### config.mk
export PLATFORM = sky130hd
export DESIGN_NAME = sorted_key_table_16_core_flat
export DESIGN_NICKNAME = d
export VERILOG_FILES = /design/src/design/skt16_pkg.sv /design/src/design/skt16_req_if.sv /design/src/design/skt16_rsp_if.sv /design/src/design/skt16_cell.sv /design/src/design/sorted_key_table_16_core.sv /design/src/flat_wrapper.sv
export VERILOG_INCLUDE_DIRS = /design/src /design/src/design
export SDC_FILE = /design/constraint.sdc
export NUM_CORES = 2
export LEC_CHECK = 0
export ABC_AREA = 0
export CAP_MARGIN = 20
export CORE_ASPECT_RATIO = 0.75
export CORE_MARGIN = 2
export CORE_UTILIZATION = 45
export CTS_BUF_LIST = sky130_fd_sc_hd__clkbuf_16
export CTS_CLUSTER_SIZE = 40
export DETAILED_ROUTE_END_ITERATION = 6
export DONT_BUFFER_PORTS = 1
export PLACE_DENSITY_LB_ADDON = 0.12
export SYNTH_ARGS = -nofsm -noshare
export SYNTH_HDL_FRONTEND = slang
export SYNTH_SLANG_ARGS = --single-unit
### constraint.sdc
create_clock -name i_clk -period 10.4 [get_ports i_clk]
set_clock_uncertainty 0.1 [all_clocks]
set_input_delay 2.08 -clock i_clk [delete_from_list [all_inputs] [get_ports i_clk]]
set_output_delay 2.08 -clock i_clk [all_outputs]
set_load 0.01 [all_outputs]
### src/design/sorted_key_table_16_core_macros.svh
// Assertion helpers for the sorted key table RTL.
`ifndef SORTED_KEY_TABLE_16_CORE_MACROS_SVH
`define SORTED_KEY_TABLE_16_CORE_MACROS_SVH

`ifndef SYNTHESIS
// Same-cycle implication, disabled while reset is held.
`define SKT_ASSERT_IMPL(label, clk, rst_n, ante, cons) \
    label: assert property (@(posedge clk) disable iff (!rst_n) (ante) |-> (cons)) \
        else $error("sorted key table check failed");
// Next-cycle implication, disabled while reset is held.
`define SKT_ASSERT_NEXT(label, clk, rst_n, ante, cons) \
    label: assert property (@(posedge clk) disable iff (!rst_n) (ante) |=> (cons)) \
        else $error("sorted key table check failed");
`else
`define SKT_ASSERT_IMPL(label, clk, rst_n, ante, cons)
`define SKT_ASSERT_NEXT(label, clk, rst_n, ante, cons)
`endif

`endif

### src/design/skt16_pkg.sv
`timescale 1ns / 1ps
`default_nettype none

package skt16_pkg;

    localparam int ENTRIES     = 16;
    localparam int VALUE_BITS  = 32;
    localparam int MAX_RESULTS = 16;
    localparam int KEY_W       = 8;
    localparam int OP_W        = 3;
    localparam int IDX_W       = $clog2(ENTRIES);
    localparam int CNT_W       = $clog2(ENTRIES + 1);

    typedef enum logic [OP_W-1:0] {
        OP_LOOKUP = 3'd0,
        OP_INSERT = 3'd1,
        OP_CHANGE = 3'd2,
        OP_REMOVE = 3'd3,
        OP_RANGE  = 3'd4
    } t_op;

    typedef enum logic [1:0] {
        STAT_OK   = 2'd0,
        STAT_MISS = 2'd1,
        STAT_FULL = 2'd2
    } t_status;

    typedef enum logic [2:0] {
        CELL_HOLD,
        CELL_LOAD,
        CELL_VALUE,
        CELL_LEFT,
        CELL_RIGHT
    } t_cell_cmd;

    typedef struct packed {
        logic gt;
        logic eq;
        logic eq_end;
    } t_cell_flags;

    typedef enum logic {
        ST_IDLE,
        ST_RANGE
    } t_state;

    typedef struct packed {
        t_status               status;
        logic [KEY_W-1:0]      key;
        logic [VALUE_BITS-1:0] value;
        logic [CNT_W-1:0]      count;
        logic                  last;
    } t_rsp_data;

endpackage

`default_nettype wire

### src/design/skt16_req_if.sv
`timescale 1ns / 1ps
`default_nettype none

interface skt16_req_if;
    logic                                  valid;
    logic                                  ready;
    logic [skt16_pkg::OP_W-1:0]            operation;
    logic [skt16_pkg::KEY_W-1:0]           key;
    logic [skt16_pkg::KEY_W-1:0]           end_key;
    logic [skt16_pkg::VALUE_BITS-1:0]      child_value;

    modport source (output valid, operation, key, end_key, child_value, input ready);
    modport sink   (input valid, operation, key, end_key, child_value, output ready);
endinterface

`default_nettype wire

### src/design/skt16_rsp_if.sv
`timescale 1ns / 1ps
`default_nettype none

interface skt16_rsp_if;
    logic                                  valid;
    logic                                  ready;
    logic [1:0]                            status;
    logic [skt16_pkg::KEY_W-1:0]           out_key;
    logic [skt16_pkg::VALUE_BITS-1:0]      out_value;
    logic [skt16_pkg::CNT_W-1:0]           entry_count;
    logic                                  last;

    modport source (output valid, status, out_key, out_value, entry_count, last, input ready);
    modport sink   (input valid, status, out_key, out_value, entry_count, last, output ready);
endinterface

`default_nettype wire

### src/design/skt16_cell.sv
`timescale 1ns / 1ps
`default_nettype none

module skt16_cell (
    input  wire logic                                i_clk,
    input  wire skt16_pkg::t_cell_cmd                i_cmd,
    input  wire logic                                i_used,
    input  wire logic [skt16_pkg::KEY_W-1:0]         i_key,
    input  wire logic [skt16_pkg::KEY_W-1:0]         i_end_key,
    input  wire logic [skt16_pkg::VALUE_BITS-1:0]    i_value,
    input  wire logic [skt16_pkg::KEY_W-1:0]         i_left_key,
    input  wire logic [skt16_pkg::VALUE_BITS-1:0]    i_left_value,
    input  wire logic [skt16_pkg::KEY_W-1:0]         i_right_key,
    input  wire logic [skt16_pkg::VALUE_BITS-1:0]    i_right_value,
    output logic [skt16_pkg::KEY_W-1:0]              o_key,
    output logic [skt16_pkg::VALUE_BITS-1:0]         o_value,
    output skt16_pkg::t_cell_flags                   o_flags
);

    logic [skt16_pkg::KEY_W-1:0]      r_key;
    logic [skt16_pkg::VALUE_BITS-1:0] r_value;
    logic [skt16_pkg::KEY_W-1:0]      n_key;
    logic [skt16_pkg::VALUE_BITS-1:0] n_value;

    always_comb begin
        n_key   = r_key;
        n_value = r_value;
        unique case (i_cmd)
            skt16_pkg::CELL_HOLD: begin
            end
            skt16_pkg::CELL_LOAD: begin
                n_key   = i_key;
                n_value = i_value;
            end
            skt16_pkg::CELL_VALUE: begin
                n_value = i_value;
            end
            skt16_pkg::CELL_LEFT: begin
                n_key   = i_left_key;
                n_value = i_left_value;
            end
            skt16_pkg::CELL_RIGHT: begin
                n_key   = i_right_key;
                n_value = i_right_value;
            end
            default: begin
            end
        endcase
    end

    always_ff @(posedge i_clk) begin
        r_key   <= n_key;
        r_value <= n_value;
    end

    // Compares only count for slots that hold a live entry.
    assign o_flags.gt     = i_used && (r_key > i_key);
    assign o_flags.eq     = i_used && (r_key == i_key);
    assign o_flags.eq_end = i_used && (r_key == i_end_key);
    assign o_key          = r_key;
    assign o_value        = r_value;

endmodule

`default_nettype wire

### src/design/sorted_key_table_16_core.sv
// Sorted table of up to 16 byte keys, each with a 32-bit value, kept in ascending
// key order in a chain of cells. Every cell compares its key against the request in
// parallel, and insert or remove shift the chain by one place toward a neighbor.
// Lookup, insert, change and remove each give one response; a range read of n
// entries gives one response per entry from the start key's slot to the end key's
// slot (first slot or last entry when a key is absent); after the accept it makes
// one load per entry, each waiting until the output register is free, and no new
// request is taken until the last of them is loaded. An empty range gives one
// not-found response. Insert into a full table reports status full; change or
// remove of an absent key reports not found and leaves the table unchanged. A
// request is taken only when the output register is empty or its response leaves
// in that same cycle, so a stalled response holds off the next request.
`timescale 1ns / 1ps
`default_nettype none

`include "sorted_key_table_16_core_macros.svh"

module sorted_key_table_16_core (
    input  wire logic   i_clk,
    input  wire logic   i_rst_n,
    skt16_req_if.sink   i_req,
    skt16_rsp_if.source o_rsp
);

    localparam int ENTRIES = skt16_pkg::ENTRIES;
    localparam int IDX_W   = skt16_pkg::IDX_W;
    localparam int CNT_W   = skt16_pkg::CNT_W;
    localparam int KEY_W   = skt16_pkg::KEY_W;
    localparam int VB      = skt16_pkg::VALUE_BITS;

    function automatic logic [IDX_W-1:0] onehot_index(input logic [ENTRIES-1:0] v);
        logic [IDX_W-1:0] idx;
        idx = '0;
        for (int i = 0; i < ENTRIES; i++) begin
            if (v[i]) begin
                idx = idx | IDX_W'(i);
            end
        end
        return idx;
    endfunction

    skt16_pkg::t_state      r_state, n_state;
    logic [CNT_W-1:0]       r_count, n_count;
    logic [IDX_W-1:0]       r_idx, n_idx;
    logic [IDX_W-1:0]       r_final, n_final;
    logic                   r_out_valid, n_out_valid;
    skt16_pkg::t_rsp_data   r_out, n_out;

    logic [KEY_W-1:0]       w_key      [ENTRIES];
    logic [VB-1:0]          w_value    [ENTRIES];
    logic [KEY_W-1:0]       w_left_key [ENTRIES];
    logic [VB-1:0]          w_left_val [ENTRIES];
    logic [KEY_W-1:0]       w_right_key[ENTRIES];
    logic [VB-1:0]          w_right_val[ENTRIES];
    skt16_pkg::t_cell_flags w_flags    [ENTRIES];
    skt16_pkg::t_cell_cmd   w_cmd      [ENTRIES];

    logic [ENTRIES-1:0]     w_used, w_gt, w_eq, w_eq_end;
    logic [ENTRIES-1:0]     w_first_gt, w_first_eq, w_first_end, w_from_hit;
    logic                   w_any_gt, w_hit, w_hit_end;
    logic [VB-1:0]          w_hit_value;
    logic [IDX_W-1:0]       w_first_idx, w_final_idx, w_span;
    logic                   w_accept, w_out_free, w_full, w_range_empty;

    genvar g;
    generate
        for (g = 0; g < ENTRIES; g++) begin : g_cell
            if (g == 0) begin : g_head
                assign w_left_key[g] = '0;
                assign w_left_val[g] = '0;
            end else begin : g_mid
                assign w_left_key[g] = w_key[g-1];
                assign w_left_val[g] = w_value[g-1];
            end
            if (g == ENTRIES - 1) begin : g_tail
                assign w_right_key[g] = '0;
                assign w_right_val[g] = '0;
            end else begin : g_body
                assign w_right_key[g] = w_key[g+1];
                assign w_right_val[g] = w_value[g+1];
            end

            skt16_cell u_cell (
                .i_clk        (i_clk),
                .i_cmd        (w_cmd[g]),
                .i_used       (w_used[g]),
                .i_key        (i_req.key),
                .i_end_key    (i_req.end_key),
                .i_value      (i_req.child_value),
                .i_left_key   (w_left_key[g]),
                .i_left_value (w_left_val[g]),
                .i_right_key  (w_right_key[g]),
                .i_right_value(w_right_val[g]),
                .o_key        (w_key[g]),
                .o_value      (w_value[g]),
                .o_flags      (w_flags[g])
            );
        end
    endgenerate

    // Keys are sorted, so each flag vector is one contiguous run of ones.
    always_comb begin
        w_hit_value = '0;
        for (int i = 0; i < ENTRIES; i++) begin
            w_used[i]   = CNT_W'(i) < r_count;
            w_gt[i]     = w_flags[i].gt;
            w_eq[i]     = w_flags[i].eq;
            w_eq_end[i] = w_flags[i].eq_end;
        end
        for (int i = 0; i < ENTRIES; i++) begin
            if (i == 0) begin
                w_first_gt[i]  = w_gt[i];
                w_first_eq[i]  = w_eq[i];
                w_first_end[i] = w_eq_end[i];
                w_from_hit[i]  = w_eq[i];
            end else begin
                w_first_gt[i]  = w_gt[i] && !w_gt[i-1];
                w_first_eq[i]  = w_eq[i] && !w_eq[i-1];
                w_first_end[i] = w_eq_end[i] && !w_eq_end[i-1];
                w_from_hit[i]  = w_eq[i] || w_from_hit[i-1];
            end
            if (w_first_eq[i]) begin
                w_hit_value = w_hit_value | w_value[i];
            end
        end
        w_any_gt  = |w_gt;
        w_hit     = |w_eq;
        w_hit_end = |w_eq_end;
        w_full    = r_count >= CNT_W'(ENTRIES);

        w_first_idx = w_hit ? onehot_index(w_first_eq) : '0;
        w_final_idx = w_hit_end ? onehot_index(w_first_end) : IDX_W'(r_count - CNT_W'(1));
        w_range_empty = (r_count == '0) || (w_final_idx < w_first_idx);
        w_span = w_final_idx - w_first_idx;
        // Trim the range to the response limit.
        if (int'(w_span) >= skt16_pkg::MAX_RESULTS) begin
            w_final_idx = w_first_idx + IDX_W'(skt16_pkg::MAX_RESULTS - 1);
        end
    end

    assign w_out_free  = !r_out_valid || o_rsp.ready;
    assign i_req.ready = (r_state == skt16_pkg::ST_IDLE) && w_out_free;
    assign w_accept    = i_req.valid && i_req.ready;

    always_comb begin
        n_state     = r_state;
        n_count     = r_count;
        n_idx       = r_idx;
        n_final     = r_final;
        n_out_valid = r_out_valid && !o_rsp.ready;
        n_out       = r_out;
        for (int i = 0; i < ENTRIES; i++) begin
            w_cmd[i] = skt16_pkg::CELL_HOLD;
        end

        if (w_accept) begin
            n_out_valid  = 1'b1;
            n_out.status = skt16_pkg::STAT_MISS;
            n_out.key    = i_req.key;
            n_out.value  = '0;
            n_out.last   = 1'b1;
            unique case (i_req.operation)
                skt16_pkg::OP_LOOKUP: begin
                    if (w_hit) begin
                        n_out.status = skt16_pkg::STAT_OK;
                        n_out.value  = w_hit_value;
                    end
                end
                skt16_pkg::OP_INSERT: begin
                    if (w_full) begin
                        n_out.status = skt16_pkg::STAT_FULL;
                    end else begin
                        // Open a gap before the first greater key and drop the new entry in.
                        for (int i = 0; i < ENTRIES; i++) begin
                            if (i > 0 && w_gt[i-1]) begin
                                w_cmd[i] = skt16_pkg::CELL_LEFT;
                            end else if (w_first_gt[i] ||
                                         (!w_any_gt && CNT_W'(i) == r_count)) begin
                                w_cmd[i] = skt16_pkg::CELL_LOAD;
                            end
                        end
                        n_count      = r_count + CNT_W'(1);
                        n_out.status = skt16_pkg::STAT_OK;
                    end
                end
                skt16_pkg::OP_CHANGE: begin
                    if (w_hit) begin
                        for (int i = 0; i < ENTRIES; i++) begin
                            if (w_first_eq[i]) begin
                                w_cmd[i] = skt16_pkg::CELL_VALUE;
                            end
                        end
                        n_out.status = skt16_pkg::STAT_OK;
                    end
                end
                skt16_pkg::OP_REMOVE: begin
                    if (w_hit) begin
                        // Close the gap: every live entry past the match moves down one.
                        for (int i = 0; i < ENTRIES - 1; i++) begin
                            if (w_from_hit[i] && w_used[i+1]) begin
                                w_cmd[i] = skt16_pkg::CELL_RIGHT;
                            end
                        end
                        n_count      = r_count - CNT_W'(1);
                        n_out.status = skt16_pkg::STAT_OK;
                    end
                end
                skt16_pkg::OP_RANGE: begin
                    if (!w_range_empty) begin
                        n_out_valid = r_out_valid && !o_rsp.ready;
                        n_state     = skt16_pkg::ST_RANGE;
                        n_idx       = w_first_idx;
                        n_final     = w_final_idx;
                    end
                end
                default: begin
                end
            endcase
            n_out.count = n_count;
        end else if (r_state == skt16_pkg::ST_RANGE && w_out_free) begin
            n_out_valid  = 1'b1;
            n_out.status = skt16_pkg::STAT_OK;
            n_out.key    = w_key[r_idx];
            n_out.value  = w_value[r_idx];
            n_out.count  = r_count;
            n_out.last   = (r_idx == r_final);
            n_idx        = r_idx + IDX_W'(1);
            if (r_idx == r_final) begin
                n_state = skt16_pkg::ST_IDLE;
            end
        end
    end

    always_ff @(posedge i_clk) begin
        if (!i_rst_n) begin
            r_state     <= skt16_pkg::ST_IDLE;
            r_count     <= '0;
            r_out_valid <= 1'b0;
        end else begin
            r_state     <= n_state;
            r_count     <= n_count;
            r_out_valid <= n_out_valid;
        end
    end

    always_ff @(posedge i_clk) begin
        r_idx   <= n_idx;
        r_final <= n_final;
        r_out   <= n_out;
    end

    assign o_rsp.valid       = r_out_valid;
    assign o_rsp.status      = r_out.status;
    assign o_rsp.out_key     = r_out.key;
    assign o_rsp.out_value   = r_out.value;
    assign o_rsp.entry_count = r_out.count;
    assign o_rsp.last        = r_out.last;

    `SKT_ASSERT_NEXT(a_insert_grows, i_clk, i_rst_n, w_accept && i_req.operation == skt16_pkg::OP_INSERT && !w_full, r_count == $past(r_count) + CNT_W'(1))
    `SKT_ASSERT_NEXT(a_remove_shrinks, i_clk, i_rst_n, w_accept && i_req.operation == skt16_pkg::OP_REMOVE && w_hit, r_count == $past(r_count) - CNT_W'(1))
    `SKT_ASSERT_IMPL(a_range_bounds, i_clk, i_rst_n, r_state == skt16_pkg::ST_RANGE, r_idx <= r_final && CNT_W'(r_final) < r_count)
    `SKT_ASSERT_NEXT(a_range_ends, i_clk, i_rst_n, r_state == skt16_pkg::ST_RANGE && w_out_free && r_idx == r_final, r_state == skt16_pkg::ST_IDLE && o_rsp.valid && o_rsp.last)

endmodule

`default_nettype wire
### src/flat_wrapper.sv
// flat-port wrapper written by rule: the top's interface ports become plain ports
module sorted_key_table_16_core_flat 
  (i_clk, i_rst_n, i_req_valid, i_req_operation, i_req_key, i_req_end_key, i_req_child_value, i_req_ready, o_rsp_valid, o_rsp_status, o_rsp_out_key, o_rsp_out_value, o_rsp_entry_count, o_rsp_last, o_rsp_ready);
  skt16_req_if i_req_i ();
  skt16_rsp_if o_rsp_i ();
  input  wire logic i_clk;
  input  wire logic i_rst_n;
  input wire logic [$bits(i_req_i.valid)-1:0] i_req_valid;
  input wire logic [$bits(i_req_i.operation)-1:0] i_req_operation;
  input wire logic [$bits(i_req_i.key)-1:0] i_req_key;
  input wire logic [$bits(i_req_i.end_key)-1:0] i_req_end_key;
  input wire logic [$bits(i_req_i.child_value)-1:0] i_req_child_value;
  output wire logic [$bits(i_req_i.ready)-1:0] i_req_ready;
  output wire logic [$bits(o_rsp_i.valid)-1:0] o_rsp_valid;
  output wire logic [$bits(o_rsp_i.status)-1:0] o_rsp_status;
  output wire logic [$bits(o_rsp_i.out_key)-1:0] o_rsp_out_key;
  output wire logic [$bits(o_rsp_i.out_value)-1:0] o_rsp_out_value;
  output wire logic [$bits(o_rsp_i.entry_count)-1:0] o_rsp_entry_count;
  output wire logic [$bits(o_rsp_i.last)-1:0] o_rsp_last;
  input wire logic [$bits(o_rsp_i.ready)-1:0] o_rsp_ready;
  assign i_req_i.valid = i_req_valid;
  assign i_req_i.operation = i_req_operation;
  assign i_req_i.key = i_req_key;
  assign i_req_i.end_key = i_req_end_key;
  assign i_req_i.child_value = i_req_child_value;
  assign i_req_ready = i_req_i.ready;
  assign o_rsp_valid = o_rsp_i.valid;
  assign o_rsp_status = o_rsp_i.status;
  assign o_rsp_out_key = o_rsp_i.out_key;
  assign o_rsp_out_value = o_rsp_i.out_value;
  assign o_rsp_entry_count = o_rsp_i.entry_count;
  assign o_rsp_last = o_rsp_i.last;
  assign o_rsp_i.ready = o_rsp_ready;
  sorted_key_table_16_core u_core (.i_clk(i_clk), .i_rst_n(i_rst_n), .i_req(i_req_i), .o_rsp(o_rsp_i));
endmodule
# After elaboration in Yosys (flattened, before gate mapping)
# Index checks and enable logic that the tools add are counted.
# word_totals
register_bits	703
inputBits	55
out_inout_bits	50
elab_cells	660
# classes
addsub	3
n_lt_le_gt_ge	35
n_eq_ne	118
mux	177
bitwise	18
n_reduce_logical	267
# ops
operator	count
one-hot mux 32 bit (3 select lines)	16
2-to-1 mux 32 bit	20
OR 32 bit	15
one-hot mux 8 bit (3 select lines)	16
== test 8 bit	32
2-to-1 mux 48 bit	5
one-hot mux 45 bit (3 select lines)	1
binary-select mux 32 bit (select 4 bit)	1
> comparator 8 bit	16
logical AND 1 bit	128
2-to-1 mux 3 bit	38
== test 3 x 2 -> 1 bit (second input constant)	34
nonzero test 3 bit	32
2-to-1 mux 4 bit	22
== test 3 x 1 -> 1 bit (second input constant)	17
== test 3 bit (second input constant)	17
zero test 1 bit	48
OR reduction 16 bit	3
2-to-1 mux 45 bit	1
2-to-1 mux 2 bit	21
== test 4 x 5 -> 1 bit (first input constant)	8
less-than comparator 4 x 5 -> 1 bit (first input constant)	8
binary-select mux 8 bit (select 4 bit)	1
logical OR 1 bit	32
28 further kinds	86

# Depth between registers and ports, before layout
# logic_depth
word_depth	36
ltp_mapped	18
ltp_nobuf	16

# Modules after synthesis
# A second synthesis with hierarchy kept.
# hier_totals
hier_cells	4558
hier_area_um2	47305.4
# modules_own_cells
module	instances	cells_each	area_each_um2	seq_area_each_um2
skt16_cell	16	214	2219.6	1201.2
sorted_key_table_16_core	1	1134	11791.3	1811.7

# Worst setup path before layout
# No wires, ideal clock.
# synth_path
path_type	input -> register
from	input port i_req_key[1]
to	register u_core.g_cell[7].u_cell.r_value (netlist bit u_core.g_cell[7].u_cell.o_value[0]) (enable)
setup_time_ns	0.533
arrival_ns	8.292
required_time_ns	9.767
path_slack_ns	1.474
stages	10
path_buffers	1
path_cell_list	inv_1 -> clkbuf_1 -> ha_1 -> nor2b_1 -> o211ai_1 -> a21oi_1 -> o311ai_0 -> nor2b_1 -> nand3_1 -> o311ai_0
# synth_between
elab_chain_cells	17
word_cells_on_any_way	96
cone_classes	order compare: 16; eq/ne: 20; mux: 9; reduce/logical: 51
# synth_lines
item	line_no	rtl
start, declared	flat_wrapper.sv:10	input wire logic [$bits(i_req_i.key)-1:0] i_req_key;
parallel branches: the longest is 12 deep, another holds > comparator 8 bit	n/a	
one-hot mux 45 bit (3 select lines) (*)	sorted_key_table_16_core.sv:162	unique case (i_req.operation)
2-to-1 mux 48 bit (*)	sorted_key_table_16_core.sv:156	if (w_accept) begin
== test 3 x 2 -> 1 bit / == test 3 x 1 -> 1 bit (equally long branches)	skt16_cell.sv:28	unique case (i_cmd)
OR reduction 2 bit (no source line)	n/a	
nonzero test 3 bit (no source line) (*)	n/a	
end signal, assigned	skt16_cell.sv:53	r_value <= n_value;
end, declared	skt16_cell.sv:21	logic [skt16_pkg::VALUE_BITS-1:0] r_value;
# Every way passes the cells marked *.
# A chain may end at the register's enable or synchronous reset.

# Worst setup path after layout
# layout_path
from	input port i_req_key[3]
to	register u_core.g_cell[8].u_cell.r_value (netlist bit u_core.g_cell[8].u_cell.o_value[28]) (enable)
# layout_between
elab_chain_cells	18
word_cells_on_any_way	97
cone_classes	order compare: 16; eq/ne: 20; mux: 9; reduce/logical: 52
# layout_lines
item	line_no
parallel branches: the longest is 13 deep, another holds > comparator 8 bit	n/a
one-hot mux 45 bit (3 select lines) (*)	sorted_key_table_16_core.sv:162
2-to-1 mux 48 bit (*)	sorted_key_table_16_core.sv:156
== test 3 x 2 -> 1 bit / == test 3 x 1 -> 1 bit (equally long branches)	skt16_cell.sv:28
OR reduction 2 bit (no source line)	n/a
nonzero test 3 bit (no source line) (*)	n/a
end signal, assigned	skt16_cell.sv:53
end, declared	skt16_cell.sv:21
# Marked as above.

==> results.toml <==
[routing]
vias = 41400
antenna_left = 0
viasPerCell = 7.45
wl_um = 213000
first_pass_iters = 7
avgRoutedWirePerCell_um = 38.4
drt_iter0_markers = 8461
route.detailed.drc = 4

[cts]
cts.repair.resized = 0
cts.path.max_buffers = 3
postCtsSetupRepairBufs = 0
insertion_delay_ps = 700
ctsHoldBuffers = 0
root_buffer = "clkbuf_16"
h-tree-depth = 3
numCtsBuffers = 79
cts.sinks = 703
clkTransAtPathRegs_ps = 60
cts_tree = "built"

[placement]
portBuffers = 0
gp_congestion = 0.994
dp_hpwl_um = 128000

[critical_path]
path_class = "in -> reg"
rr_worst_depth = 13
cp.required_ps = 10610
arrival_ps = 7070
crit_end = "u_core.g_cell[8].u_cell.o_value[28]"
rr_startpoint = "u_core.r_count[2]"
end_kind = "flop"
r2r_end = "u_core.r_idx[1]"
cp-start-kind = "primary input"
cp-startpoint = "i_req_key[3]"
r2r_setup_slack_ps = 4880
crit_fanout = 49

[sta]
setup_tns_ps = 0
finalSetupViolations = 0
rsz0062_at_grt = "false"
hold_violations = 0
fin_hold_ws_ps = 426
tightest_slew_ps = 1190
slew_headroom_pct = 20.4
min_period_ps = 6860
fin_crit_sh_pct = 66.0
max_freq_mhz = 146
slew_violations = 0

[power_and_ir_drop]
switching_share_pct = 23.8
p_leak_nw = 18.2
p_seq_share_pct = 50.8
power_frac_comb_pct = 5.0
power.switching_w = 0.00148
power.density_nw_per_um2 = 124
p_int_w = 0.00473
clkPwrFrac_pct = 44.1
ir_drop_mv = 0.116
totalPowerFinal_w = 0.00621

[floorplanning]
dieWidth_um = 373
die-area_sq_um = 105000
die-height_um = 281
boundaryPins = 105
coreArea_sq_um = 101000
placementRows = 101
start_util_pct = 45.4

[global_routing]
grt_overflow = 0
grtUsageMet1_pct = 56.5
grt_antenna_before_repair = 5
top_usage_layer = "met1"
grt_pass1_vias = 38300
grt_max_degree = 111
grt_pass1_wl_um = 299000
grtUsageTotal_pct = 39.8
groute.layer.met3.usage_pct = 16.5
met2_usage_pct = 54.1

[synthesis]
synth-seq-cells = 703
synth_edf_count = 695
yosys_warnings = 0
postSynthCellCount = 4325
yosysTopAreaCellShare_pct = 45.3
synth.avg_cell_area_sq_um = 10.6
syn-num-nets = 4517
ys_seq_area_share_pct = 45.7
yosysMostFrequentCell = "nand2_1"
yosys.area.top_type = "edfxtp_1"
netlist_area_sq_um = 46000
async_flop_share_pct = 0
synth_area_leaders = "edfxtp_1 (45%), mux4_2 (9.8%), nand2_1 (9.0%)"
synth_cell_types = 77
ys.flop_type = "edfxtp_1"
synth_common_cells = "nand2_1 (1109), edfxtp_1 (695), a22oi_1 (544), clkbuf_1 (301), mux4_2 (200)"

[outcome]
run_status = "finished, violations left"
violations = "DRC"

[run]
cap_violations = 0

[cells_and_area]
area_growth_pct = 9.20
drive_above_1_share_pct = 13.8
final_nets = 4350

[hold_path]
hp-class = "reg -> reg"
## placed cells by master (no fill, tap or decap), types with 12 or more instances in the layout
cell / n
mux2_2: 42
a22o_1: 38
edfxtp_1: 695
o211ai_1: 16
nand4_1: 69
nor2_1: 71
and4_1: 16
a221oi_1: 43
a22oi_1: 544
xnor2_1: 88
o21a_1: 12
xor2_1: 49
a21o_1: 49
and3_1: 14
ha_1: 137
mux4_2: 200
a221o_1: 64
nand2_1: 1107
mux2_1: 37
a21oi_1: 86
a222oi_1: 64
inv_1: 48
clkbuf_16: 79
or3_1: 13
nor2b_1: 23
nor2_4: 23
clkinv_2: 15
nor4_1: 20
nor3_1: 97
clkinv_1: 18
o21ai_0: 42
buf_4: 129
nand3_1: 55
## state kept, by name, summed over array words and instances, names as in the netlist
name	cells
u_core.r_final	4
u_core.o_rsp.valid	1
u_core.r_idx	4
u_core.r_count	5
u_core.o_rsp.entry_count	5
u_core.g_cell.u_cell.o_value	512
u_core.o_rsp.out_value	32
u_core.o_rsp.status	2
u_core.r_state	1
u_core.o_rsp.last	1
u_core.o_rsp.out_key	8
u_core.g_cell.u_cell.o_key	128
## critical path: stages
cell and delay (ps):
inv_1 490, buf_4 410, ha_1 210, nand3_1 140, nor4b_1 950, nor2_1 190
and3_1 250, buf_4 250, a211oi_4 260, buf_4 700, a21oi_1 170, and2_1 240
o31ai_4 50, buf_4 570
## kinds of logic (layout without fill, tap and decap cells)
family                     after synthesis  after routing  share of synthesized area, %
buffers and inverters                  423            308                          3.65
AOI/OAI and AO/OA                     1069           1069                          17.9
other                                    0              1                             0
and+or+nand+nor                       1574           1574                          14.6
muxes                                  282            282                          11.8
DFF                                    703            703                          45.7
adders and majority gates              137            137                          3.72
xor gates and xnor gates               137            137                          2.61
## cell type report
type                       instances  area, sq um
clock inverter                    54          414
inverter                          39          146
multi-input combinational       3199        23900
antenna                            1         2.50
fill                            9165        51100
sequential                       703        21000
tap                             1339         1680
clock buffer                      79         1980
timing repair buffer             136         1110
## power by group through the flow
stage,Sequential [W],Combinational [W],Clock (W)
final,0.00316,0.000312,0.00274
after global routing,0.00316,0.000347,0.00286
after CTS,0.00316,0.000304,0.00276
after detailed placement,0.00322,0.000303,0
after global placement,0.00322,0.000295,0
after floorplan,0.00321,0.000250,0
## stage by stage
stage | cell area [sq um] | setup slack (ps) | util, % | cells
after CTS | 50200 | 3500 | 49.5 | 5545
after floorplan | 46000 | 1470 | - | 4325
after global routing | 50300 | 3540 | 49.6 | 5549
after detailed placement | 47800 | 2860 | 47.2 | 5412
after global placement | 47700 | 2800 | 47.1 | 5410
final | 50300 | 3540 | 49.6 | 5550
## worst min-delay path by stage
stage                     depth (start not counted)            from  slack (ps)        endpoint
after floorplan                                   2  u_core.r_state         370  u_core.r_state
final                                             2  u_core.r_state         430  u_core.r_state
after CTS                                         2  u_core.r_state         420  u_core.r_state
after global routing                              2  u_core.r_state         460  u_core.r_state
after global placement                            2  u_core.r_state         420  u_core.r_state
after detailed placement                          2  u_core.r_state         410  u_core.r_state
## layer usage
layer	vias to the layer above	wire length [um]
met4	2	7920
met3	586	36400
met2	3932	84500
li1	16500	-
met1	20300	84200
met5	-	9
(Power assumes the default switching activity.)
